[config.mk]
export PLATFORM = sky130hd
export DESIGN_NAME = mshl_pre
export DESIGN_NICKNAME = d
export VERILOG_FILES = /design/src/hdl/mips_signed_divide_hi_lo_assert.svh /design/src/hdl/mshl_pkg.sv /design/src/hdl/mshl_pre.sv
export SDC_FILE = /design/constraint.sdc
export NUM_CORES = 1
export LEC_CHECK = 0
export BUFFER_PORTS_ARGS = -buffer_cell sky130_fd_sc_hd__clkbuf_2
export CAP_MARGIN = 0
export CORE_MARGIN = 5
export CORE_UTILIZATION = 45
export DETAILED_ROUTE_END_ITERATION = 10
export PLACE_DENSITY = 0.82
export SYNTH_ARGS = -nofsm -noshare
export SYNTH_HDL_FRONTEND = slang
export SYNTH_SLANG_ARGS = --single-unit
[constraint.sdc]
create_clock -name i_clk -period 4.2 [get_ports i_clk]
set_input_delay 0.42 -clock i_clk [delete_from_list [all_inputs] [get_ports i_clk]]
set_output_delay 0.42 -clock i_clk [all_outputs]
set_load 0.02 [all_outputs]
[src/hdl/mips_signed_divide_hi_lo_assert.svh]
// Assertion macros used by the divider top level.
`ifndef MIPS_SIGNED_DIVIDE_HI_LO_ASSERT_SVH
`define MIPS_SIGNED_DIVIDE_HI_LO_ASSERT_SVH

// The consequent must hold in the same cycle as the antecedent.
`define MSHL_ASSERT_SAME(lbl, clk, rst_n, ante, cons) \
    lbl: assert property (@(posedge clk) disable iff (!rst_n) (ante) |-> (cons)) \
        else $error("divider check failed");

// The consequent must hold in the cycle after the antecedent.
`define MSHL_ASSERT_NEXT(lbl, clk, rst_n, ante, cons) \
    lbl: assert property (@(posedge clk) disable iff (!rst_n) (ante) |=> (cons)) \
        else $error("divider check failed");

`endif

[src/hdl/mshl_pkg.sv]
package mshl_pkg;

    // Operand and result width.
    localparam int unsigned DATA_W = 32;
    // One quotient bit is resolved per step stage.
    localparam int unsigned STEPS = DATA_W;

    // Work carried down the step stages. The dividend magnitude shifts out
    // of the top of dq while quotient bits shift in at the bottom.
    typedef struct packed {
        logic [DATA_W-1:0] rem;
        logic [DATA_W-1:0] dq;
        logic [DATA_W-1:0] dvs;
        logic              q_neg;
        logic              r_neg;
    } t_div_work;

    function automatic logic [DATA_W-1:0] negate(input logic [DATA_W-1:0] v);
        return DATA_W'(~v + DATA_W'(1));
    endfunction

endpackage

[src/hdl/mshl_pre.sv]
module mshl_pre (
    input  logic                           i_clk,
    input  logic                           i_rst_n,
    input  logic                           i_en,
    input  logic                           i_valid,
    input  logic [mshl_pkg::DATA_W-1:0]    i_dividend,
    input  logic [mshl_pkg::DATA_W-1:0]    i_divisor,
    output logic                           o_valid,
    output mshl_pkg::t_div_work            o_work
);

    logic                r_valid;
    mshl_pkg::t_div_work r_work;
    mshl_pkg::t_div_work n_work;
    logic                w_a_neg;
    logic                w_b_neg;

    assign w_a_neg = i_dividend[mshl_pkg::DATA_W-1];
    assign w_b_neg = i_divisor[mshl_pkg::DATA_W-1];

    always_comb begin
        n_work.rem   = '0;
        n_work.dq    = w_a_neg ? mshl_pkg::negate(i_dividend) : i_dividend;
        n_work.dvs   = w_b_neg ? mshl_pkg::negate(i_divisor) : i_divisor;
        n_work.q_neg = w_a_neg ^ w_b_neg;
        n_work.r_neg = w_a_neg;
    end

    always_ff @(posedge i_clk) begin
        if (!i_rst_n) begin
            r_valid <= 1'b0;
        end else if (i_en) begin
            r_valid <= i_valid;
        end
    end

    always_ff @(posedge i_clk) begin
        if (i_en) begin
            r_work <= n_work;
        end
    end

    assign o_valid = r_valid;
    assign o_work  = r_work;

endmodule

# Word level (Yosys, flattened, before mapping)
# Index checks and enable logic that the tools add are counted.
# totals
wordCells	14
output_inout_bits	99
in_bits	68
regBits	67
# classes
muxes	2
add_sub_neg	2
bitwise	3
# ops
operator	n
$add 32x1->32 const B	2
$not 32->32	2
$mux 31	2
$xor 1x1->1	1

# Depth between registers and ports, before layout
# logic_depth
word_depth	3
ltp_mapped	6
ltp_nobuf	6

# Worst setup path before layout
# OpenSTA, ideal clock, no wires.
# synth_path
path_kind	input to register
from	input port i_divisor[17] in the netlist's numbering
to	register r_work (netlist bit o_work[24]) (data pin)
path_stages	4
arrival_ns	1.546
required_time_ns	3.943
setup_slack_ns	2.396
cell_sequence	or3_1 -> or2_1 -> o41a_1 -> xor2_1
# synth_rtl
element	line_no	rtl
from (decl)	mshl_pre.sv:7	input logic [mshl_pkg::DATA_W-1:0] i_divisor,
to (signal assigned)	mshl_pre.sv:39	r_work <= n_work;
to (decl)	mshl_pre.sv:13	mshl_pkg::t_div_work r_work;

==> results.md <==
* Outcome: complete, no violations
* Pleak at approximately 1.9 nW
* Final #Nets at 522
* Synth area leaders: edfxtp_1 (50%), xnor2_1 (12%), o41ai_2 (7.4%)
* Sequential group share of total power at about 51%
* GP Congestion at between 0.7 and 0.8
* Final hold slack at ~300 ps
* Yosys cell types at 43
* Sw frac at a little under a third
* Power Internal at between 1 and 1.5 mW
* Final hold vios at 0
* Maximum VDD drop at between 0.0001 and 0.00015 V
* Most common cell after layout, fill and taps aside: clkbuf_2
* Cells after Synth at 311
* Post-synthesis sequential area ratio at 50.91%
* Crit-path max FO at 6
* Crit path time final at about 1800 ps
* Post-route design area at approximately 4700 sq um
* Antenna viol nets, final at 0
* Tot Pwr at around 1.6 mW
* Vias in the first global route at between 2000 and 3000
* Starting Density at about 46%
* DRC at 0
* Setup bufs post-CTS at 0
* Worst clock skew at 0 ps
* Worst stage delay on the critical path at 460 ps
* GRT Overall Usage at between 15 and 20%
* Commonest non-fill, non-tap cells in the layout: clkbuf_2 (133), edfxtp_1 (66), xnor2_1 (56)
* Period utilisation layout at 42.42%
* Final WL at just under 9000 microns
* Ys flop type: edfxtp_1
* GRT overflow at 0
* CTS Buffer Depth at 2
* Skew-Pair Late Insertion Delay at between 300 and 400 ps
* Setup violators final at 0
* CTS clock-pin slew for the worst setup and hold paths at around 70 ps
* Number of synthesized flops with an enable pin at 66
* Post-synth top area cell: edfxtp_1
* Initial antenna violation count at 0
* Max-Cap Viols at 0
* Final-layout fill cell count at approximately 780
* Arrival time at the worst endpoint at between 1500 and 2000 ps
* Non-filler cells, final at around 560
* Crit path kind: in -> reg
* CTS Root Cell: clkbuf_8
* Async S/R FF share, synth at 0%
* Synthesis-stage register bit count at 67
* HPWL after DPL at about 7000 microns
* Die X at about 100 microns
* Yosys top cell area share at between 50 and 60%
* Worst-margin pin slew at a little under 900 ps
* TritonCTS Sinks at 67
* Cell Chain, Critical Path: clkbuf_2 -> nor3_1 -> nand4_1 -> o41ai_2 -> xnor2_1
* Yosys warning total at 0
* N_diodes at 0
* Hold crit path type: in -> reg
* Area Growth Syn to Fin at 20.78%
* Critical-path top delay cell: o41ai_2
* Worst path required time at 4270 ps
* First-pass GRT wire length at ~13000 microns
* Share of layout cells above drive strength 1 at between 30% and 40%
* Die Y-Extent at between 100 and 150 microns
* Starting DRT DRC Count at 56
* Detailed-route wire length per cell at approximately 16 microns
* # resized after CTS at 0
* I/O Pins at 167
* Core outline area at between 8000 and 9000 sq um
* Slew HR at 40.35%
* PortBufs at ~130
* Startpoint Class: input port
* CTS Buf Count at 9
* DRT Pass-1 Iters at 4
* Row count at 34
* Mapped cell area at 3933 sq um
* DP Area at about 4600 sq um
* Slew Limit Fails at 0
* NetSw at ~490 uW
* Comb pwr share at between 20 and 25%
* Largest net degree at the start of global routing at 40
* Via count at between 2000 and 3000
* RSZ-0062 raised after global routing: false
* Routed vias/inst at between 5 and 6
* Syn Area/Cell at about 13 sq um
* Fin Setup TNS at 0 ps
* Critical path buffers and inverters at 1
* P per Cell Area at 346.4 nW/um^2
* CP top delay family: simple AND/OR/NAND/NOR gates
* CTS tree: done
* H-tree levels at 3
* Peak Freq at 0.5613 GHz
* Hold-fix buffers, CTS at 0
* Clock power frac at a little over a quarter
* Total Die Area at around 11000 sq um
* Crit path capture type: register
* Dpl cells at ~550
==> synthesized netlist by cell type, types with 4 or more instances <==
master    instances
edfxtp_1         66
xnor2_1          56
buf_4            32
nand2_1          27
o41ai_2          18
o31ai_1           9
nor3_1            8
o21ai_0           8
nand2b_1          7
nor2_1            7
o21ai_1           7
inv_1             6
nor4_1            5
o41ai_1           5
ha_1              4
or3_1             4
==> flip-flops by register name, summed over array words and instances (netlist names) <==
signal	count
o_work	66
o_valid	1
==> layout make-up <==
cell class / instances / area [sq um] / area share (%)
clock buffers: 11 / 131.4 / 2.766
multi-input cells: 231 / 1762 / 37.09
inverters: 6 / 22.52 / 0.4742
flip-flops and latches: 67 / 2002 / 42.15
clock inverters: 4 / 18.77 / 0.3952
repair buffers: 135 / 678.2 / 14.28
well taps: 108 / 135.1 / 2.845
==> path summary, 6_finish.rpt <==
| kind | end | slack (ps) | cells past startpoint | startpoint |
|---|---|---|---|---|
| max reg2reg | o_valid$_SDFFE_PN0P_ | 3610 | 2 | o_valid$_SDFFE_PN0P_ |
| min | o_valid$_SDFFE_PN0P_ | 310 | 2 | i_rst_n |
| min reg2reg | o_valid$_SDFFE_PN0P_ | 520 | 2 | o_valid$_SDFFE_PN0P_ |
| max | o_work[64]$_DFFE_PP_ | 2420 | 5 | i_dividend[17] |
==> power groups by stage <==
| stage | Combinational (mW) | Clock [mW] | Sequential, mW |
|---|---|---|---|
| global placement | 0.364 | 0 | 0.852 |
| detailed placement | 0.371 | 0 | 0.854 |
| finish | 0.369 | 0.438 | 0.838 |
| CTS | 0.373 | 0.452 | 0.840 |
| global route | 0.397 | 0.484 | 0.845 |
| floorplan | 0.150 | 0 | 0.940 |
==> metrics by stage <==
stage,setup slack [ps],util (%)
5_1_grt,2283,55.00
2_1_floorplan,2396,-
4_1_cts,2399,55.00
6_report,2418,55.00
3_3_place_gp,2140,53.26
3_5_place_dp,2057,53.26
==> routing by layer <==
metal  global-route usage (%)  wire (microns)  vias to the layer above
met3                    4.158             938                       11
li1                         -               -                     1380
met4                    6.873             125                        0
met5                        0               0                        -
met2                    27.50            4278                      146
met1                    19.56            3521                     1333
==> logic make-up after synthesis <==
| group | synth area share (%) |
|---|---|
| xor gates and xnor gates | 12.92 |
| and+or+nand+nor | 14.29 |
| other | 0.09536 |
| buffers and inverters | 7.254 |
| muxes | 0.2545 |
| AOI/OAI and AO/OA | 13.01 |
| DFF | 50.91 |
| adders and majority gates | 1.273 |
No activity file was read; power rests on OpenSTA's default activity.
