===== config.mk =====
export PLATFORM = sky130hd
export DESIGN_NAME = mshl_step
export DESIGN_NICKNAME = d
export VERILOG_FILES = /design/src/hdl/mips_signed_divide_hi_lo_assert.svh /design/src/hdl/mshl_pkg.sv /design/src/hdl/mshl_step.sv
export SDC_FILE = /design/constraint.sdc
export NUM_CORES = 1
export LEC_CHECK = 0
export ABC_AREA = 1
export BUFFER_PORTS_ARGS = -buffer_cell sky130_fd_sc_hd__buf_2
export CORE_MARGIN = 2
export CORE_UTILIZATION = 56
export CTS_CLUSTER_SIZE = 24
export DETAILED_ROUTE_END_ITERATION = 16
export GPL_ROUTABILITY_DRIVEN = 0
export PLACE_DENSITY = 0.87
export SYNTH_ARGS = -nofsm -noshare
export SYNTH_HDL_FRONTEND = slang
export SYNTH_SLANG_ARGS = --single-unit

===== constraint.sdc =====
create_clock -name i_clk -period 6 [get_ports i_clk]
set_input_delay 1.5 -clock i_clk [delete_from_list [all_inputs] [get_ports i_clk]]
set_output_delay 1.5 -clock i_clk [all_outputs]
set_load 0.01 [all_outputs]

===== src/hdl/mips_signed_divide_hi_lo_assert.svh =====
// Assertion macros used by the divider top level.
`ifndef MIPS_SIGNED_DIVIDE_HI_LO_ASSERT_SVH
`define MIPS_SIGNED_DIVIDE_HI_LO_ASSERT_SVH

// The consequent must hold in the same cycle as the antecedent.
`define MSHL_ASSERT_SAME(lbl, clk, rst_n, ante, cons) \
    lbl: assert property (@(posedge clk) disable iff (!rst_n) (ante) |-> (cons)) \
        else $error("divider check failed");

// The consequent must hold in the cycle after the antecedent.
`define MSHL_ASSERT_NEXT(lbl, clk, rst_n, ante, cons) \
    lbl: assert property (@(posedge clk) disable iff (!rst_n) (ante) |=> (cons)) \
        else $error("divider check failed");

`endif


===== src/hdl/mshl_pkg.sv =====
package mshl_pkg;

    // Operand and result width.
    localparam int unsigned DATA_W = 32;
    // One quotient bit is resolved per step stage.
    localparam int unsigned STEPS = DATA_W;

    // Work carried down the step stages. The dividend magnitude shifts out
    // of the top of dq while quotient bits shift in at the bottom.
    typedef struct packed {
        logic [DATA_W-1:0] rem;
        logic [DATA_W-1:0] dq;
        logic [DATA_W-1:0] dvs;
        logic              q_neg;
        logic              r_neg;
    } t_div_work;

    function automatic logic [DATA_W-1:0] negate(input logic [DATA_W-1:0] v);
        return DATA_W'(~v + DATA_W'(1));
    endfunction

endpackage


===== src/hdl/mshl_step.sv =====
module mshl_step (
    input  logic                i_clk,
    input  logic                i_rst_n,
    input  logic                i_en,
    input  logic                i_valid,
    input  mshl_pkg::t_div_work i_work,
    output logic                o_valid,
    output mshl_pkg::t_div_work o_work
);

    logic                        r_valid;
    mshl_pkg::t_div_work         r_work;
    mshl_pkg::t_div_work         n_work;
    logic [mshl_pkg::DATA_W:0]   w_shift;
    logic [mshl_pkg::DATA_W:0]   w_diff;
    logic                        w_fits;

    // Restoring step: bring down the next dividend bit and try the subtract.
    assign w_shift = {i_work.rem, i_work.dq[mshl_pkg::DATA_W-1]};
    assign w_diff  = w_shift - {1'b0, i_work.dvs};
    assign w_fits  = !w_diff[mshl_pkg::DATA_W];

    always_comb begin
        n_work     = i_work;
        n_work.rem = w_fits ? w_diff[mshl_pkg::DATA_W-1:0] : w_shift[mshl_pkg::DATA_W-1:0];
        n_work.dq  = {i_work.dq[mshl_pkg::DATA_W-2:0], w_fits};
    end

    always_ff @(posedge i_clk) begin
        if (!i_rst_n) begin
            r_valid <= 1'b0;
        end else if (i_en) begin
            r_valid <= i_valid;
        end
    end

    always_ff @(posedge i_clk) begin
        if (i_en) begin
            r_work <= n_work;
        end
    end

    assign o_valid = r_valid;
    assign o_work  = r_work;

endmodule


### Yosys cells after proc, flatten, opt, wreduce, memory -nomap -nowiden

Cells that the tools add are included.

* output and inout bits: 99
* input bits: 102
* bits in registers: 99
* word-level logic and storage cells: 9

* reductions and logical operators: 1
* add/sub/neg operators: 1
* multiplexer cells: 1

Operators with widths (count)
* $sub 33x32->33: 1
* $mux 32: 1
* $logic_not 1->1: 1

### Logic depth before layout (Yosys ltp)

Gate-level depths: netlist of run 1.

* depth in word-level cells: 2
* mapped depth: 17
* gate-level depth less buffers: 16

### Worst setup path after synthesis of run 1

OpenSTA, ideal clock, no wires.

* path kind: in2reg
* from: in i_work[65] (netlist bit)
* to: reg r_work, in the netlist o_work[79], data pin
* setup slack: 2663 ps
* cell stages on the path: 16
* arrival: 3085 ps
* data required time: 5748 ps
* path buffers: 1
* library setup time: 252 ps
* path through: inv_1 > ha_1 > fa_1 > inv_1 > nand2_1 > nand2_1 > nand3_1 > nand2_2 > nand2_2 > nand2_2 > nand2_4 > nand3_2 > nand2_8 > buf_12 > nand2_1 > nand2_1

RTL lines
* start: declaration: line mshl_step.sv:6 `input mshl_pkg::t_div_work i_work,`
* end signal: assignment: line mshl_step.sv:39 `r_work <= n_work;`
* end: declaration: line mshl_step.sv:12 `mshl_pkg::t_div_work r_work;`

==> flow_summary_export.csv, run 1 <==
group,metric,value,unit
clock_network,h-tree-depth,3,
clock_network,clk_path_buf_depth,2,
min_path,holdPathStages,2,
route,ant_nets,0,
logic_synthesis,yosysWarnings,0,
run,drv_cap,0,
grt,grt_max_degree,63,
die,die_h,110,um
route,vias,5680,
grt,grt_overflow,0,
logic_synthesis,syn_area,0.00625,sq mm
worst_setup_path,crit_arrival,3.44,ns
sta,max_slew_margin,49.7,%
finish,antenna_cells,0,
route,wl,15300,um
worst_setup_path,setup.worst_path.end_class,"flip-flop",
route,drc,0,
placed_design,port_buffers,200,
die,dieArea,0.0120,sq mm
route,dr.pass1.iters,5,
clock_network,postCtsSetupBuffers,0,
clock_network,cts_root_buf,"clkbuf_8",
route,vias_per_cell,5.00,
logic_synthesis,synth_cells,785,
logic_synthesis,synth_fp_nets,920,
sta,post-route-min-period,3.29,ns
status,status,"finished, final reports clean",
grt,antenna_found_initial,0,
placed_design,dp_hpwl,12000,um
worst_setup_path,cp.required,6.15,ns
die,core_area,0.0109,sq mm
clock_network,cts_tree,"yes",
worst_setup_path,critPathMaxFanout,32,
sta,slew_viol_final,0,
sta,post-route-period-util,54.9,%
worst_setup_path,cp-start-kind,"input port",
grt,track_usage,25.9,%
clock_network,path_clk_slew,0.10,ns
sta,setup_tns,0,ns
clock_network,cts_resized,0,
sta,rsz0062_at_grt,"no",
clock_network,cts_buffers,9,
min_path,hp-class,"flip-flop to flip-flop",
grt,grt_pass1_wl,24000,um
sta,hold-worst-slack,0.588,ns
die,io_pins,201,
die,rows,38,
worst_setup_path,worstSetupPathType,"input port to flip-flop",
pwr,peakVddDrop,0.124,mV
logic_synthesis,avgSynthCellArea,7.96,sq um
sta,clock.fmax,304,MHz
placed_design,dp.cells,1120,
finish,final_common_cell,"nand2_1",
logic_synthesis,seq_area_frac_synth,47.4,%
pwr,totalPowerFinal,0.00178,W
logic_synthesis,ys_ff_latch,99,
finish,fill_cells,914,
die,die_x,110,um
route,post_drt_wl_per_cell,13.5,um
grt,first_global_vias,5320,
worst_setup_path,reg2reg_depth,2,
pwr,cellPowerDensity,236,mW/mm^2
finish,synthToLayoutAreaGrowth,20.7,%
pwr,p_leak,4.18,nW
finish,final_nets,1126,
finish,mostFrequentLayoutCells,"nand2_1 (315), buf_2 (199), inv_1 (154)",
clock_network,clkLatencyLatePin,0.37,ns
sta,hold_violations,0,
sta,finClkSkew,0,ns
finish,final_cells,1136,
logic_synthesis,ys_types,32,
clock_network,holdBufCountCts,0,
sta,worstMarginPinSlew,0.754,ns
sta,setup_viol,0,
clock_network,cts.sinks,99,
route,dr.first_iter.drc_count,463,
die,start_util,57.4,%
finish,drive_above_1_share,25.7,%
==> cell families (layout without fill, tap and decap cells) <==
kind of cell	Yosys count	after routing	synth area share [%]
flops	99	99	47.4
buf+inv	166	377	10.9
xor+xnor	15	15	2.10
compound gates	34	34	3.24
fa+ha+maj	33	33	6.73
simple gates	438	438	29.6
==> metrics by stage <==
step | setup WS [ns] | cell area, sq um | util [%]
floorplan | 2.66 | 6250 | -
CTS | 2.70 | 7540 | 69.3
global route | 2.47 | 7540 | 69.3
finish | 2.71 | 7540 | 69.3
detailed placement | 2.30 | 7360 | 67.6
global placement | 2.39 | 7360 | 67.6
==> Yosys cell counts <==
cell	n	area share [%]
nand4_1	8	0.80
xnor2_1	1	0.14
buf_12	1	0.32
buf_8	1	0.24
nand3_2	1	0.16
dfxtp_1	1	0.32
nor3_1	6	0.48
fa_1	1	0.32
a21oi_4	1	0.26
nand3b_1	2	0.24
and2_1	4	0.40
o21ai_0	1	0.080
inv_1	154	9.2
nor2_1	38	2.3
ha_1	32	6.4
clkinv_1	1	0.060
a21oi_2	1	0.14
and3_1	1	0.10
or2_2	1	0.10
xor2_1	14	2.0
buf_6	4	0.72
nand2_2	25	2.5
nor2_2	1	0.10
nand2_1	315	19
nand3_1	30	2.4
a21oi_1	24	1.9
nand2_4	4	0.72
nand2_8	1	0.32
edfxtp_1	98	47
or2_1	1	0.10
inv_2	5	0.30
o21bai_1	7	0.84
==> layer usage <==
metal | GRT usage (%) | up-vias | wire length [um]
li1 | - | 2838 | -
met4 | 7.59 | 0 | 320
met5 | 0 | - | 0
met2 | 45.7 | 243 | 7410
met1 | 31.8 | 2559 | 6260
met3 | 5.87 | 40 | 1290
==> power breakdown <==
group          internal [W]  switching, W  total (W)
Clock              0.000158      0.000263   0.000422
Combinational      0.000180      0.000315   0.000495
Sequential         0.000845     0.0000163   0.000861
==> state kept, by name (all words and copies together) (netlist names) <==
register,cells
o_valid,1
o_work,98
==> final cells by class <==
cell class	count	area [sq um]	share of cell area [%]
Multi-Input combinational cell	520	2610	34.6
Timing Repair Buffer	201	1010	13.4
Sequential cell	99	2960	39.3
Clock inverter	7	61.3	0.813
Clock buffer	9	124	1.64
Tap cell	140	175	2.32
Inverter	160	601	7.96
==> critical path, stage by stage <==
cell and delay (ns):
buf_2 0.11, ha_1 0.22, fa_1 0.40, inv_1 0.10, nand2_1 0.06, nand2_1 0.07, nand3_1 0.08, nand2_2 0.12
nand2_2 0.06, nand2_2 0.09, nand2_4 0.07, nand3_1 0.12, nand2_4 0.24, nand2_1 0.15, nand2_1 0.05
==> worst paths after layout <==
kind / start / endpoint / slack, ns
hold reg to reg: o_valid / o_valid / 0.59
hold / removal: o_valid / o_valid / 0.59
setup / recovery: i_work[2] / o_work[75] / 2.71
setup reg to reg: o_valid / o_valid / 5.29
No activity file was read; power rests on OpenSTA's default activity.
==> inputs of run 2 (changes only) <==
--- a/config.mk
+++ b/config.mk
@@ -8,11 +8,11 @@
 export ABC_AREA = 1
 export BUFFER_PORTS_ARGS = -buffer_cell sky130_fd_sc_hd__buf_2
 export CORE_MARGIN = 2
-export CORE_UTILIZATION = 56
+export CORE_UTILIZATION = 52
 export CTS_CLUSTER_SIZE = 24
 export DETAILED_ROUTE_END_ITERATION = 16
 export GPL_ROUTABILITY_DRIVEN = 0
-export PLACE_DENSITY = 0.87
+export PLACE_DENSITY = 0.81
 export SYNTH_ARGS = -nofsm -noshare
 export SYNTH_HDL_FRONTEND = slang
 export SYNTH_SLANG_ARGS = --single-unit
==> constraint.sdc (replaced) <==
create_clock -name i_clk -period 3.36 [get_ports i_clk]
set_input_delay 0.84 -clock i_clk [delete_from_list [all_inputs] [get_ports i_clk]]
set_output_delay 0.84 -clock i_clk [all_outputs]
set_load 0.01 [all_outputs]
==> flow_summary_export.csv, run 2 (same netlist as run 1, synthesis figures left out) <==
group,metric,value,unit
min_path,hp-class,"flip-flop to flip-flop",
grt,grt_overflow,0,
route,ant_nets,0,
finish,drive_above_1_share,25.7,%
worst_setup_path,critPathMaxFanout,32,
die,die_h,114,um
sta,finClkSkew,0,ns
clock_network,postCtsSetupBuffers,0,
pwr,p_leak,4.24,nW
die,core_area,0.0119,sq mm
worst_setup_path,setup.worst_path.end_class,"flip-flop",
clock_network,path_clk_slew,0.07,ns
die,die_x,114,um
grt,first_global_vias,5076,
route,vias_per_cell,4.89,
status,status,"finished, final reports clean",
pwr,clkPwrFrac,31.9,%
worst_setup_path,crit_family,"simple AND/OR/NAND/NOR gates",
placed_design,dp.cells,1127,
clock_network,clk_path_buf_depth,2,
run,drv_cap,0,
die,rows,40,
clock_network,holdBufCountCts,0,
die,io_pins,201,
worst_setup_path,cp-start-kind,"input port",
placed_design,dp_hpwl,11800,um
grt,grt_pass1_wl,23500,um
route,wl,14900,um
worst_setup_path,crit_arrival,2.82,ns
finish,largest_reg_flops,98,
grt,track_usage,23.3,%
sta,slew_viol_final,0,
sta,setup_tns,0,ns
sta,worstMarginPinSlew,0.637,ns
clock_network,cts_resized,0,
sta,post-route-period-util,80.5,%
pwr,p_seq_share,43.3,%
worst_setup_path,max_stage_delay,0.41,ns
die,dieArea,0.0129,sq mm
route,dr.first_iter.drc_count,390,
finish,final_cells,1143,
finish,antenna_cells,0,
sta,post-route-min-period,2.71,ns
route,vias,5589,
worst_setup_path,worstSetupPathType,"input port to flip-flop",
worst_setup_path,crit_chain,"buf_2 -> ha_1 -> fa_1 -> inv_1 -> nand2_1 -> nand2_1 -> nand3_1 -> nand2_2 -> nand2_2 -> nand2_2 -> nand2_4 -> nand3_1 -> nand2_4 -> nand2_1 -> nand2_1",
worst_setup_path,cp_slowest_cell,"fa_1",
sta,clock.fmax,370,MHz
finish,mostFrequentLayoutCells,"nand2_1 (315), buf_2 (199), inv_1 (154)",
worst_setup_path,critPathBufInv,2,
sta,max_slew_margin,57.5,%
finish,final_nets,1126,
pwr,cellPowerDensity,461,mW/mm^2
pwr,power_switching,0.00106,W
pwr,swShare,29.7,%
grt,antenna_found_initial,0,
clock_network,cts_tree,"yes",
clock_network,clkLatencyLatePin,0.35,ns
die,start_util,52.7,%
worst_setup_path,crit_top_cell,"nand2_1",
pwr,peakVddDrop,0.215,mV
grt,use_met2,40.6,%
finish,final_common_cell,"nand2_1",
grt,grt.met3_usage,5.15,%
route,post_drt_wl_per_cell,13.0,um
sta,hold_violations,0,
grt,grt_busiest_layer,"met2",
clock_network,h-tree-depth,3,
pwr,p_comb_share,24.8,%
pwr,p_int,0.00250,W
sta,setup_viol,0,
clock_network,cts_buffers,9,
route,dr.pass1.iters,5,
placed_design,port_buffers,200,
sta,rsz0062_at_grt,"no",
clock_network,cts_root_buf,"clkbuf_16",
route,drc,0,
grt,grt_max_degree,52,
clock_network,cts.sinks,99,
worst_setup_path,cp.required,3.47,ns
finish,synthToLayoutAreaGrowth,23.3,%
grt,met1_usage,29.1,%
-- run 2: power by group through the flow --
stage / Sequential, W / Combinational, W / Clock, W
2_1_floorplan: 0.00164 / 0.000500 / 0
3_3_place_gp: 0.00157 / 0.000860 / 0
3_5_place_dp: 0.00157 / 0.000879 / 0
4_1_cts: 0.00154 / 0.000883 / 0.00116
5_1_grt: 0.00155 / 0.000991 / 0.00121
6_report: 0.00154 / 0.000882 / 0.00113
-- run 2: worst paths after layout --
path / startpoint / slack (ns) / depth (start not counted) / to
setup / recovery: i_work[2] / 0.65 / 15 / o_work[92]
hold / removal: o_valid / 0.56 / 2 / o_valid
setup reg to reg: o_valid / 2.69 / 2 / o_valid
hold reg to reg: o_valid / 0.56 / 2 / o_valid
-- run 2: worst register-to-register path: cells and delay by family, from the launching register on --
family | cells | cell delay, ns
flip-flops | 1 | 0.31
AO/OA/AOI/OAI | 2 | 0.23
-- run 2: cell type report --
| class | instances | area [sq um] |
|---|---|---|
| clock inverters | 6 | 97.6 |
| fillers | 1017 | 4160 |
| inverters | 160 | 601 |
| clock buffers | 10 | 229 |
| well taps | 147 | 184 |
| multi-input cells | 520 | 2610 |
| flip-flops and latches | 99 | 2960 |
| repair buffers | 201 | 1020 |
-- run 2: through the flow --
step	utilization (%)	area [sq um]	hold WS (ns)	power [W]	setup slack [ns]
global route	64.9	7700	0.623	0.00375	0.423
CTS	64.9	7700	0.572	0.00358	0.656
global placement	62.2	7380	0.532	0.00243	0.391
floorplan	-	6250	0.555	0.00214	0.683
detailed placement	62.2	7380	0.550	0.00245	0.271
finish	64.9	7700	0.563	0.00355	0.654
-- run 2: metal layers --
layer	vias to the layer above	routed length, um
met3	17	1230
met1	2503	6250
met2	225	7250
met4	0	192
li1	2844	-
met5	-	0
