<file path="src/hdl/mips_signed_divide_hi_lo_assert.svh">
// Assertion macros used by the divider top level.
`ifndef MIPS_SIGNED_DIVIDE_HI_LO_ASSERT_SVH
`define MIPS_SIGNED_DIVIDE_HI_LO_ASSERT_SVH

// The consequent must hold in the same cycle as the antecedent.
`define MSHL_ASSERT_SAME(lbl, clk, rst_n, ante, cons) \
    lbl: assert property (@(posedge clk) disable iff (!rst_n) (ante) |-> (cons)) \
        else $error("divider check failed");

// The consequent must hold in the cycle after the antecedent.
`define MSHL_ASSERT_NEXT(lbl, clk, rst_n, ante, cons) \
    lbl: assert property (@(posedge clk) disable iff (!rst_n) (ante) |=> (cons)) \
        else $error("divider check failed");

`endif

</file>
<file path="src/hdl/mshl_pkg.sv">
package mshl_pkg;

    // Operand and result width.
    localparam int unsigned DATA_W = 32;
    // One quotient bit is resolved per step stage.
    localparam int unsigned STEPS = DATA_W;

    // Work carried down the step stages. The dividend magnitude shifts out
    // of the top of dq while quotient bits shift in at the bottom.
    typedef struct packed {
        logic [DATA_W-1:0] rem;
        logic [DATA_W-1:0] dq;
        logic [DATA_W-1:0] dvs;
        logic              q_neg;
        logic              r_neg;
    } t_div_work;

    function automatic logic [DATA_W-1:0] negate(input logic [DATA_W-1:0] v);
        return DATA_W'(~v + DATA_W'(1));
    endfunction

endpackage

</file>
<file path="src/hdl/mshl_post.sv">
module mshl_post (
    input  logic                           i_clk,
    input  logic                           i_rst_n,
    input  logic                           i_en,
    input  logic                           i_valid,
    input  mshl_pkg::t_div_work            i_work,
    output logic                           o_valid,
    output logic [mshl_pkg::DATA_W-1:0]    o_lo,
    output logic [mshl_pkg::DATA_W-1:0]    o_hi
);

    logic                        r_valid;
    logic [mshl_pkg::DATA_W-1:0] r_lo;
    logic [mshl_pkg::DATA_W-1:0] r_hi;
    logic [mshl_pkg::DATA_W-1:0] n_lo;
    logic [mshl_pkg::DATA_W-1:0] n_hi;

    // A zero divisor makes every step succeed, so the quotient comes out all
    // ones and the remainder is the dividend magnitude; after the sign fix
    // that is exactly -1 or 1 in LO and the dividend in HI. The most negative
    // dividend over minus one wraps to the most negative value on its own.
    assign n_lo = i_work.q_neg ? mshl_pkg::negate(i_work.dq) : i_work.dq;
    assign n_hi = i_work.r_neg ? mshl_pkg::negate(i_work.rem) : i_work.rem;

    always_ff @(posedge i_clk) begin
        if (!i_rst_n) begin
            r_valid <= 1'b0;
        end else if (i_en) begin
            r_valid <= i_valid;
        end
    end

    always_ff @(posedge i_clk) begin
        if (i_en) begin
            r_lo <= n_lo;
            r_hi <= n_hi;
        end
    end

    assign o_valid = r_valid;
    assign o_lo    = r_lo;
    assign o_hi    = r_hi;

endmodule

</file>
<file path="config.mk">
export PLATFORM = sky130hd
export DESIGN_NAME = mshl_post
export DESIGN_NICKNAME = d
export VERILOG_FILES = /design/src/hdl/mips_signed_divide_hi_lo_assert.svh /design/src/hdl/mshl_pkg.sv /design/src/hdl/mshl_post.sv
export SDC_FILE = /design/constraint.sdc
export NUM_CORES = 1
export LEC_CHECK = 0
export ABC_AREA = 1
export CORE_MARGIN = 8
export CORE_UTILIZATION = 65
export CTS_CLUSTER_DIAMETER = 150
export DETAILED_ROUTE_END_ITERATION = 10
export DONT_BUFFER_PORTS = 1
export PLACE_DENSITY = 0.82
export SLEW_MARGIN = 15
export SYNTH_ARGS = -nofsm -noshare
export SYNTH_HDL_FRONTEND = slang
export SYNTH_SLANG_ARGS = --single-unit
</file>
<file path="constraint.sdc">
create_clock -name i_clk -period 3.1 [get_ports i_clk]
set_input_delay 0.62 -clock i_clk [delete_from_list [all_inputs] [get_ports i_clk]]
set_output_delay 0.62 -clock i_clk [all_outputs]
set_load 0.02 [all_outputs]
</file>
# After elaboration in Yosys (flattened, before gate mapping)
# Cells that the tools add are included.
[word_totals]
regBits = 65
latch_bits = 0
ramBits = 0
rom_bits = 0
inputBits = 102
out_inout_bits = 65
wordCells = 9
mem_count = 0
[op_classes]
addsub = 2
n_mul = 0
n_div = 0
magnitude_cmp = 0
n_eq_ne = 0
shifts = 0
muxes = 2
bitwise = 2
n_reduce_logical = 0
[ops]
columns = ["op", "n"]
rows = [
  ["32-bit by 1-bit adder with 32-bit output (second input constant)", 2],
  ["32-bit two-way mux", 2],
  ["32-bit inverter", 2],
]

# Longest topological paths before layout
# Gate-level depths: netlist of run 1.
[logic_depth]
word_depth = 3
ltp_mapped = 9
mapped_depth_nobuf = 9

# Least setup slack after synthesis of run 1
# No wires, ideal clock.
[synth_path]
kind = "input to register"
startpoint = "in i_work[66] (netlist bit)"
endpoint = "reg r_hi, in the netlist o_hi[18], data pin"
setup_time_ns = 0.252
arrival_time_ns = 1.367
required_time_ns = 2.848
slack_ns = 1.481
path_stages = 9
path_buffers = 0
path_cell_list = "inv_1 > ha_1 > nand2_2 > nor2_4 > nand2_1 > nand2_2 > nand2_1 > nand2_1 > nand2_1"
[synth_via]
elab_chain_cells = 3
[synth_rtl]
columns = ["item", "line_no", "rtl"]
rows = [
  ["start, declared", "mshl_post.sv:6", "input mshl_pkg::t_div_work i_work,"],
  ["32-bit inverter", "mshl_pkg.sv:19", "return DATA_W'(~v + DATA_W'(1));"],
  ["32-bit by 1-bit adder with 32-bit output", "mshl_pkg.sv:19", ""],
  ["32-bit two-way mux", "mshl_post.sv:23", "assign n_hi = i_work.r_neg ? mshl_pkg::negate(i_work.rem) : i_work.rem;"],
  ["net n_hi, one bit", "mshl_post.sv:16", "logic [mshl_pkg::DATA_W-1:0] n_hi;"],
  ["end signal, assigned", "mshl_post.sv:36", "r_hi <= n_hi;"],
  ["end, declared", "mshl_post.sv:14", "logic [mshl_pkg::DATA_W-1:0] r_hi;"],
]
# The timed path passes the listed nets, and every way through them passes these cells.
# A chain may end at the register's enable or synchronous reset.

# Worst setup path after layout of run 1
[layout_path]
startpoint = "reg r_lo, in the netlist o_lo[28]"
endpoint = "out o_lo[28] (netlist bit)"
[layout_rtl]
columns = ["item", "line_no", "rtl"]
rows = [
  ["start, declared", "mshl_post.sv:13", "logic [mshl_pkg::DATA_W-1:0] r_lo;"],
  ["start signal, assigned", "mshl_post.sv:35", "r_lo <= n_lo;"],
  ["end, declared", "mshl_post.sv:8", "output logic [mshl_pkg::DATA_W-1:0] o_lo,"],
]
# No word-level cell between the ends.

==> metrics, run 1 <==
register-to-register setup slack 2350 ps; Synth warnings 0; die area 0.009036 sq mm; Final Max Slew Viols 0; Final WS setup 1636 ps; post-synth top area share 47.31%; P&R area growth vs syn 5.297%; setup TNS 0 ps; Synth Instances 520; CP Class reg -> out; Worst-Margin Slew 324.2 ps; WL/cell 16.08 microns; Hold Path Sink o_lo[0]$_DFFE_PP_; DR vias/cell 5.442; Initial DRC Count 105; vias in the first global route 3,359; worst relative slew slack 78.31%; Layout Nets 629; Setup Fix Bufs, Post-CTS 0; synth top area cells edfxtp_1 (47%), nand2_1 (17%), nor2_1 (8.2%); Clock Root Buffer clkbuf_8; GRT met2 Usage 39.70%; mapped cell area 0.004063 sq mm; drt pass-1 iters 5; IO Count 167; clock sinks 65; RSZ-0062 raised after global routing false; Netlist cell types 21; Post-synth EDFFs 64; status finished clean; crit-path max FO 1; total CTS buffers 9; largest net degree at the start of global routing 67; share of layout cells above drive strength 1 9.811%; startpoint types register; sequential area share after synthesis 47.80%; H-tree Lvls 3; Starting Density 65.48%; CTS tree done; count leader, synth nand2_1; Inserted Diodes 0; Setup WS pre-CTS 1323 ps; GRT Max-Usage Layer met2; HP Class in -> reg; hold buffers post-CTS 0; Core Util, Final 68.95%; leading area contributor after synthesis edfxtp_1; element type at the critical path end primary output; area of the core 0.006205 sq mm; Worst Path Required 2480 ps; prevailing post-synth register cell edfxtp_1; max cap viols 0; GR Overflow Total 0; wirelength, routed 9763 microns; Final Hold Violating Endpoints 0; Port Buf Inserts 0; gp weighted congestion 0.8835; Static Leakage 1.761 nW; synth cell count leaders nand2_1 (189), nor2_1 (89), edfxtp_1 (64); Avg Cell Area, Syn 7.813 sq um; vias post-DR 3,303; Worst VDD drop 0.0003554 V; critical path arrival 840 ps; initial antenna violation count 0; FFs w/ async S/R, synth 0%; worst r2r path cells 2; post-route ant nets 0; RR Endpoint o_valid$_SDFFE_PN0P_; Die Wd 95.06 microns; Syn Nets 624; P per Cell Area 470.8 mW/mm^2; cts repair resizes 0; Worst path depth 0; clk buf depth 2; Clk pin slew, worst setup/hold paths 70 ps; Tot GR Track Use 22.09%; Die H 95.06 microns; Min Clock Period, post-route 1464 ps; Hold Path Depth 0; met3 GRT Util 8.976%; Max Clk Rate 683.3 MHz; r2r startpoint o_valid$_SDFFE_PN0P_; FF+latch count, synth 65; # DRC 0; final period utilization 47.21%; HP Start i_work[34]; clk_lat worst skew 330 ps; Final Setup Violations 0; met1 Usage GRT 21.06%; first-pass GRT wire length 15,540 microns; row count 29; half-perimeter wire length after placement 7609 microns; Setup Skew 0 ps
[worst register-to-register path, stage by stage (launching register included)]
cell and delay (ps):
dfxtp_1 450, o21ai_0 130, a21oi_1 110
[cells by family (layout without fill, tap and decap cells)]
logic type               Yosys count  after routing  synth area share [%]
flip-flops                        65             65                 47.80
buffers and inverters             52             62                 5.112
AND/OR/NAND/NOR                  349            349                 37.30
adder cells (fa/ha/maj)            2              2                0.6159
XOR/XNOR                          29             29                 6.252
AO/OA/AOI/OAI                     23             23                 2.926
[how the worst max path moves through the flow]
stage	from	endpoint	slack (ps)
floorplan	i_work[66]	o_hi[18]$_DFFE_PP_	1480
global placement	i_work[66]	o_hi[22]$_DFFE_PP_	1350
detailed placement	i_work[34]	o_lo[24]$_DFFE_PP_	1320
CTS	o_lo[28]$_DFFE_PP_	o_lo[28]	1620
global route	i_work[34]	o_lo[24]$_DFFE_PP_	1560
finish	o_lo[28]$_DFFE_PP_	o_lo[28]	1640
[per-stage QoR]
stage / cells / area (sq um) / hold slack (ps) / power (mW)
floorplan: 520 / 4063 / 605.5 / 1.406
global placement: 591 / 4124 / 623.3 / 1.438
detailed placement: 591 / 4124 / 639.0 / 1.449
CTS: 607 / 4278 / 365.5 / 2.026
global route: 607 / 4278 / 365.6 / 2.094
finish: 607 / 4278 / 380.1 / 2.014
[flip-flops by register name, indices dropped and copies added, names as in the netlist]
name and count:
o_lo 32, o_valid 1, o_hi 32
[power by group]
group / leakage (nW) / internal [mW] / switching [mW]
combinational: 1.05 / 0.0824 / 0.119
sequential: 0.634 / 1.08 / 0.146
clock: 0.0819 / 0.281 / 0.307
total: 1.76 / 1.44 / 0.572
[final cells by class]
| type | count | area [sq um] |
|---|---|---|
| sequential | 65 | 1942 |
| fill | 477 | 1927 |
| multi-input combinational | 403 | 1913 |
| inverter | 46 | 172.7 |
| clock buffer | 11 | 131.4 |
| tap | 77 | 96.34 |
| clock inverter | 5 | 22.52 |
[layout by cell type, fill, tap and decap left out]
cell type / instances
a21oi_1: 4
a21oi_2: 1
clkbuf_1: 2
clkbuf_8: 9
clkinv_1: 2
clkinv_2: 3
dfxtp_1: 1
edfxtp_1: 64
ha_1: 2
inv_1: 44
inv_2: 2
nand2_1: 189
nand2_2: 13
nand2_4: 2
nand3_1: 30
nand3b_1: 4
nor2_1: 89
nor2_2: 12
nor2_4: 10
o21ai_0: 17
o21ai_1: 1
xnor2_1: 20
xor2_1: 9
[metal layers]
layer | vias to the layer above | part of all wire, %
met4 | 0 | 2.5
met1 | 1476 | 35
met3 | 20 | 12
li1 | 1655 | -
met5 | - | 0
met2 | 152 | 51
Note: power is estimated with default switching activity, not from simulation.
==> run 2: changes to the inputs <==
--- a/config.mk
+++ b/config.mk
@@ -7,11 +7,11 @@
 export LEC_CHECK = 0
 export ABC_AREA = 1
 export CORE_MARGIN = 8
-export CORE_UTILIZATION = 65
+export CORE_UTILIZATION = 64
 export CTS_CLUSTER_DIAMETER = 150
 export DETAILED_ROUTE_END_ITERATION = 10
 export DONT_BUFFER_PORTS = 1
-export PLACE_DENSITY = 0.82
+export PLACE_DENSITY = 0.81
 export SLEW_MARGIN = 15
 export SYNTH_ARGS = -nofsm -noshare
 export SYNTH_HDL_FRONTEND = slang
==> constraint.sdc (replaced) <==
create_clock -name i_clk -period 1.45 [get_ports i_clk]
set_input_delay 0.29 -clock i_clk [delete_from_list [all_inputs] [get_ports i_clk]]
set_output_delay 0.29 -clock i_clk [all_outputs]
set_load 0.02 [all_outputs]
==> metrics, run 2 (synthesis results as in run 1) <==
Fill cells 507 (+6.3%); Worst VDD drop 0.0006917 V (+95%); HP Start i_work[34]; total CTS buffers 9 (unchanged); Setup WS pre-CTS -8.708 ps (-1332 ps); HP Class in -> reg; Layout Nets 630 (+0.16%); clock sinks 65 (unchanged); GRT met2 Usage 38.80% (-0.90 points); crit-path max FO 1 (unchanged); Min Clock Period, post-route 1139 ps; RSZ-0062 raised after global routing false; Final WS setup 310.5 ps (-1326 ps); hold buffers post-CTS 0 (unchanged); clk buf depth 2 (unchanged); max cap viols 0 (unchanged); P per Cell Area 1090 mW/mm^2 (+130%); H-tree Lvls 3 (unchanged); initial antenna violation count 0 (unchanged); GR Overflow Total 0 (unchanged); Die H 95.68 microns (+0.65%); critical path arrival 850 ps (about the same); Tot GR Track Use 21.70% (-0.39 points); worst relative slew slack 79.20% (+0.89 points); vias in the first global route 3,299 (-1.8%); share of layout cells above drive strength 1 10.73% (+0.92 points); Clock Root Buffer clkbuf_8; row count 29 (unchanged); met1 Usage GRT 20.86% (-0.20 points); P&R area growth vs syn 7.083%; # DRC 0 (unchanged); IO Count 167 (unchanged); placed insts 592 (+0.17%); vias post-DR 3,302 (-0.030%); drt pass-1 iters 4 (-1); post-route ant nets 0 (unchanged); CTS tree done; most frequent cells in the layout nand2_1 (189), nor2_1 (89), edfxtp_1 (64), inv_1 (44), nand3_1 (30); Port Buf Inserts 0 (unchanged); gp weighted congestion 0.8913 (+0.88%); GRT Max-Usage Layer met2; Setup Skew 0 ps (unchanged); Static Leakage 1.793 nW (+1.8%); met3 GRT Util 7.717% (-1.3 points); most common cell after layout, fill and taps aside nand2_1; Max Clk Rate 877.6 MHz; die area 0.009154 sq mm (+1.3%); first-pass GRT wire length 15,210 microns (-2.1%); Final Max Slew Viols 0 (unchanged); Initial DRC Count 99 (-5.7%); Final Hold Violating Endpoints 0 (unchanged); clk_lat worst skew 330 ps (about the same); Inserted Diodes 0 (unchanged); Worst setup startpoint o_lo[14]$_DFFE_PP_; Die Wd 95.68 microns (+0.65%); Reg area 0.001942 sq mm (unchanged); Non-Filler Instances 608 (+0.16%); Worst Path Required 1160 ps (-1320 ps); Starting Density 65.10% (-0.38 points); Setup Fix Bufs, Post-CTS 0 (unchanged); CP Class reg -> out; area of the core 0.006241 sq mm (+0.58%); half-perimeter wire length after placement 7793 microns (+2.4%); largest net degree at the start of global routing 67 (unchanged); wirelength, routed 9756 microns (about the same); final period utilization 78.59%; startpoint types register; Clk pin slew, worst setup/hold paths 70 ps (about the same); multi-input logic area 0.001913 sq mm (unchanged); status finished clean; element type at the critical path end primary output; r2r startpoint o_valid$_SDFFE_PN0P_; Final Setup Violations 0 (unchanged); DR vias/cell 5.431 (-0.19%); Worst-Margin Slew 308.7 ps (-15.43 ps); WL/cell 16.05 microns (-0.24%); cts repair resizes 0 (unchanged)
==> run 2: per-layer routing <==
metal	up-vias	wire [microns]
li1	1657	-
met1	1472	3447
met2	144	4927
met3	29	1001
met4	0	380
met5	-	0
==> run 2: path summary, 6_finish.rpt <==
| path | to | slack [ps] | cells past startpoint |
|---|---|---|---|
| max | o_lo[14] | 310 | 0 |
| min | o_lo[0]$_DFFE_PP_ | 50 | 0 |
| max reg2reg | o_valid$_SDFFE_PN0P_ | 690 | 2 |
| min reg2reg | o_valid$_SDFFE_PN0P_ | 650 | 2 |
==> run 2: report_power, final <==
| group | switching (mW) | total (mW) | leakage (nW) | internal (mW) |
|---|---|---|---|---|
| combinational | 0.253 | 0.430 | 1.05 | 0.178 |
| sequential | 0.313 | 2.62 | 0.634 | 2.31 |
| clock | 0.727 | 1.69 | 0.109 | 0.967 |
==> run 2: per-stage QoR <==
| stage | area [sq um] | TNS, ps | total power [mW] | hold slack, ps | util [%] |
|---|---|---|---|---|---|
| 5_1_grt | 4350 | 0 | 4.912 | 28.86 | 69.71 |
| 6_report | 4350 | 0 | 4.743 | 45.42 | 69.71 |
| 3_3_place_gp | 4131 | 0 | 3.080 | 389.0 | 66.20 |
| 2_1_floorplan | 4063 | 0 | 3.006 | 383.5 | - |
| 3_5_place_dp | 4131 | -8.708 | 3.099 | 389.0 | 66.20 |
| 4_1_cts | 4350 | 0 | 4.767 | 31.39 | 69.71 |
==> run 2: cell type report <==
type / count / share of cell area [%]
clock buffers: 9 / 2.847
well taps: 77 / 2.215
multi-input cells: 403 / 43.97
repair buffers: 1 / 0.1726
flip-flops and latches: 65 / 44.64
clock inverters: 7 / 2.186
inverters: 46 / 3.969
==> run 3: changes to the inputs <==
==> constraint.sdc (replaced) <==
create_clock -name i_clk -period 1.1 [get_ports i_clk]
set_input_delay 0.22 -clock i_clk [delete_from_list [all_inputs] [get_ports i_clk]]
set_output_delay 0.22 -clock i_clk [all_outputs]
set_load 0.02 [all_outputs]
==> metrics, run 3 (synthesis results as in run 1) <==
status finished, violations left; failing checks hold timing; RSZ-0062 raised after global routing false; Clock Root Buffer clkbuf_8; Final WS setup 30.96 ps (-279.5 ps); startpoint types register; CTS tree done; Clk pin slew, worst setup/hold paths 70 ps (about the same); Die Wd 95.68 microns (unchanged); CP Class reg -> out; Worst Path Required 880 ps (-280 ps); Port Buf Inserts 0 (unchanged); wirelength, routed 10,770 microns (+10%); total CTS buffers 9 (unchanged); DR vias/cell 5.476 (+0.84%); HP Start i_en; initial antenna violation count 0 (unchanged); final period utilization 97.19%; most common cell after layout, fill and taps aside nand2_1; worst relative slew slack 76.93% (-2.3 points); Setup WS pre-CTS -217.5 ps (-208.8 ps); Die H 95.68 microns (unchanged); H-tree Lvls 3 (unchanged); Worst VDD drop 0.0008294 V (+20%); Starting Density 65.10% (unchanged); P&R area growth vs syn 13.30%; gp weighted congestion 0.9003 (+1.0%); register-to-register setup slack 340 ps (-350 ps); Hold Path Sink o_lo[16]$_DFFE_PP_; HP Class in -> reg; clk_lat worst skew 340 ps (about the same); area of the core 0.006241 sq mm (unchanged); Static Leakage 1.929 nW (+7.6%); post-route ant nets 0 (unchanged); hold buffers post-CTS 2 (+2); Hold Path Depth 0 (unchanged); Final Hold Violating Endpoints 13 (+13); Layout Nets 660 (+4.8%); r2r startpoint o_valid$_SDFFE_PN0P_; clk buf depth 2 (unchanged); RR Endpoint o_valid$_SDFFE_PN0P_; row count 29 (unchanged); Min Clock Period, post-route 1069 ps; crit-path max FO 1 (unchanged); GR Overflow Total 0 (unchanged); worst r2r path cells 2 (unchanged); Setup Skew 0 ps (unchanged); vias in the first global route 3,676 (+11%); Final Setup Violations 0 (unchanged); share of layout cells above drive strength 1 16.46% (+5.7 points); drt pass-1 iters 4 (unchanged); # DRC 0 (unchanged); Initial DRC Count 88 (-11%); Tot GR Track Use 24.49% (+2.8 points); die area 0.009154 sq mm (unchanged); Max Clk Rate 935.4 MHz; half-perimeter wire length after placement 8495 microns (+9.0%); Setup Fix Bufs, Post-CTS 0 (unchanged); WL/cell 16.94 microns (+5.6%); Worst-Margin Slew 342.4 ps (+33.69 ps); clock sinks 65 (unchanged); Inserted Diodes 0 (unchanged); P per Cell Area 1305 mW/mm^2 (+20%); setup TNS 0 ps (unchanged); first-pass GRT wire length 17,130 microns (+13%); Fill cells 477 (-5.9%); cts repair resizes 0 (unchanged); vias post-DR 3,483 (+5.5%); critical path arrival 850 ps (about the same); Final Max Slew Viols 0 (unchanged); max cap viols 0 (unchanged); most frequent cells in the layout nand2_1 (188), nor2_1 (85), edfxtp_1 (64), inv_1 (40), nand3_1 (30); element type at the critical path end primary output; largest net degree at the start of global routing 67 (unchanged); IO Count 167 (unchanged); hold slack -10.08 ps (-55.50 ps)
## run 3: changes by cell type in the layout (fill, tap and decap cells not counted), moves of 4 or more
cell and change:
inv_1 -4, nor2_1 -4, inv_4 +4, buf_4 +28
## run 3: worst max path at each step
| stage | start | to | slack, ps | depth (start not counted) |
|---|---|---|---|---|
| final | o_lo[13]$_DFFE_PP_ | o_lo[13] | 30 | 0 |
| after global routing | o_lo[13]$_DFFE_PP_ | o_lo[13] | 4 | 0 |
| after CTS | o_lo[17]$_DFFE_PP_ | o_lo[17] | 20 | 0 |
| after detailed placement | i_work[80] | o_hi[21]$_DFFE_PP_ | -220 | 6 |
| after global placement | i_work[80] | o_hi[21]$_DFFE_PP_ | -150 | 6 |
| after floorplan | i_work[72] | o_hi[18]$_DFFE_PP_ | -8 | 8 |
## run 3: area by class of cell
cell class,count,area [sq um],area share (%)
Timing Repair Buffer,31,237.7,5.164
Tap cell,77,96.34,2.093
Multi-Input combinational cell,403,1971,42.81
Inverter,46,182.7,3.968
Clock inverter,4,46.29,1.006
Clock buffer,10,127.6,2.772
Sequential cell,65,1942,42.19
## run 3: where the power goes
part | total (mW) | switching (mW) | internal, mW
combinational | 0.672 | 0.364 | 0.308
sequential | 3.45 | 0.413 | 3.04
clock | 1.88 | 0.872 | 1.01
## run 3: per-layer routing
layer	vias to the layer above	GRT usage [%]	wire length, microns
li1	1718	-	-
met1	1576	23.02	3547
met2	162	44.74	5619
met3	27	10.08	1294
met4	0	12.04	311
met5	-	0	0
## run 3: stage by stage
stage / area, sq um / total power [mW] / util (%) / std cells
finish: 4603 / 6.009 / 73.76 / 636
global route: 4603 / 6.265 / 73.76 / 636
CTS: 4603 / 6.059 / 73.76 / 636
detailed placement: 4409 / 4.180 / 70.65 / 620
global placement: 4409 / 4.145 / 70.65 / 620
floorplan: 4130 / 3.981 / - / 520
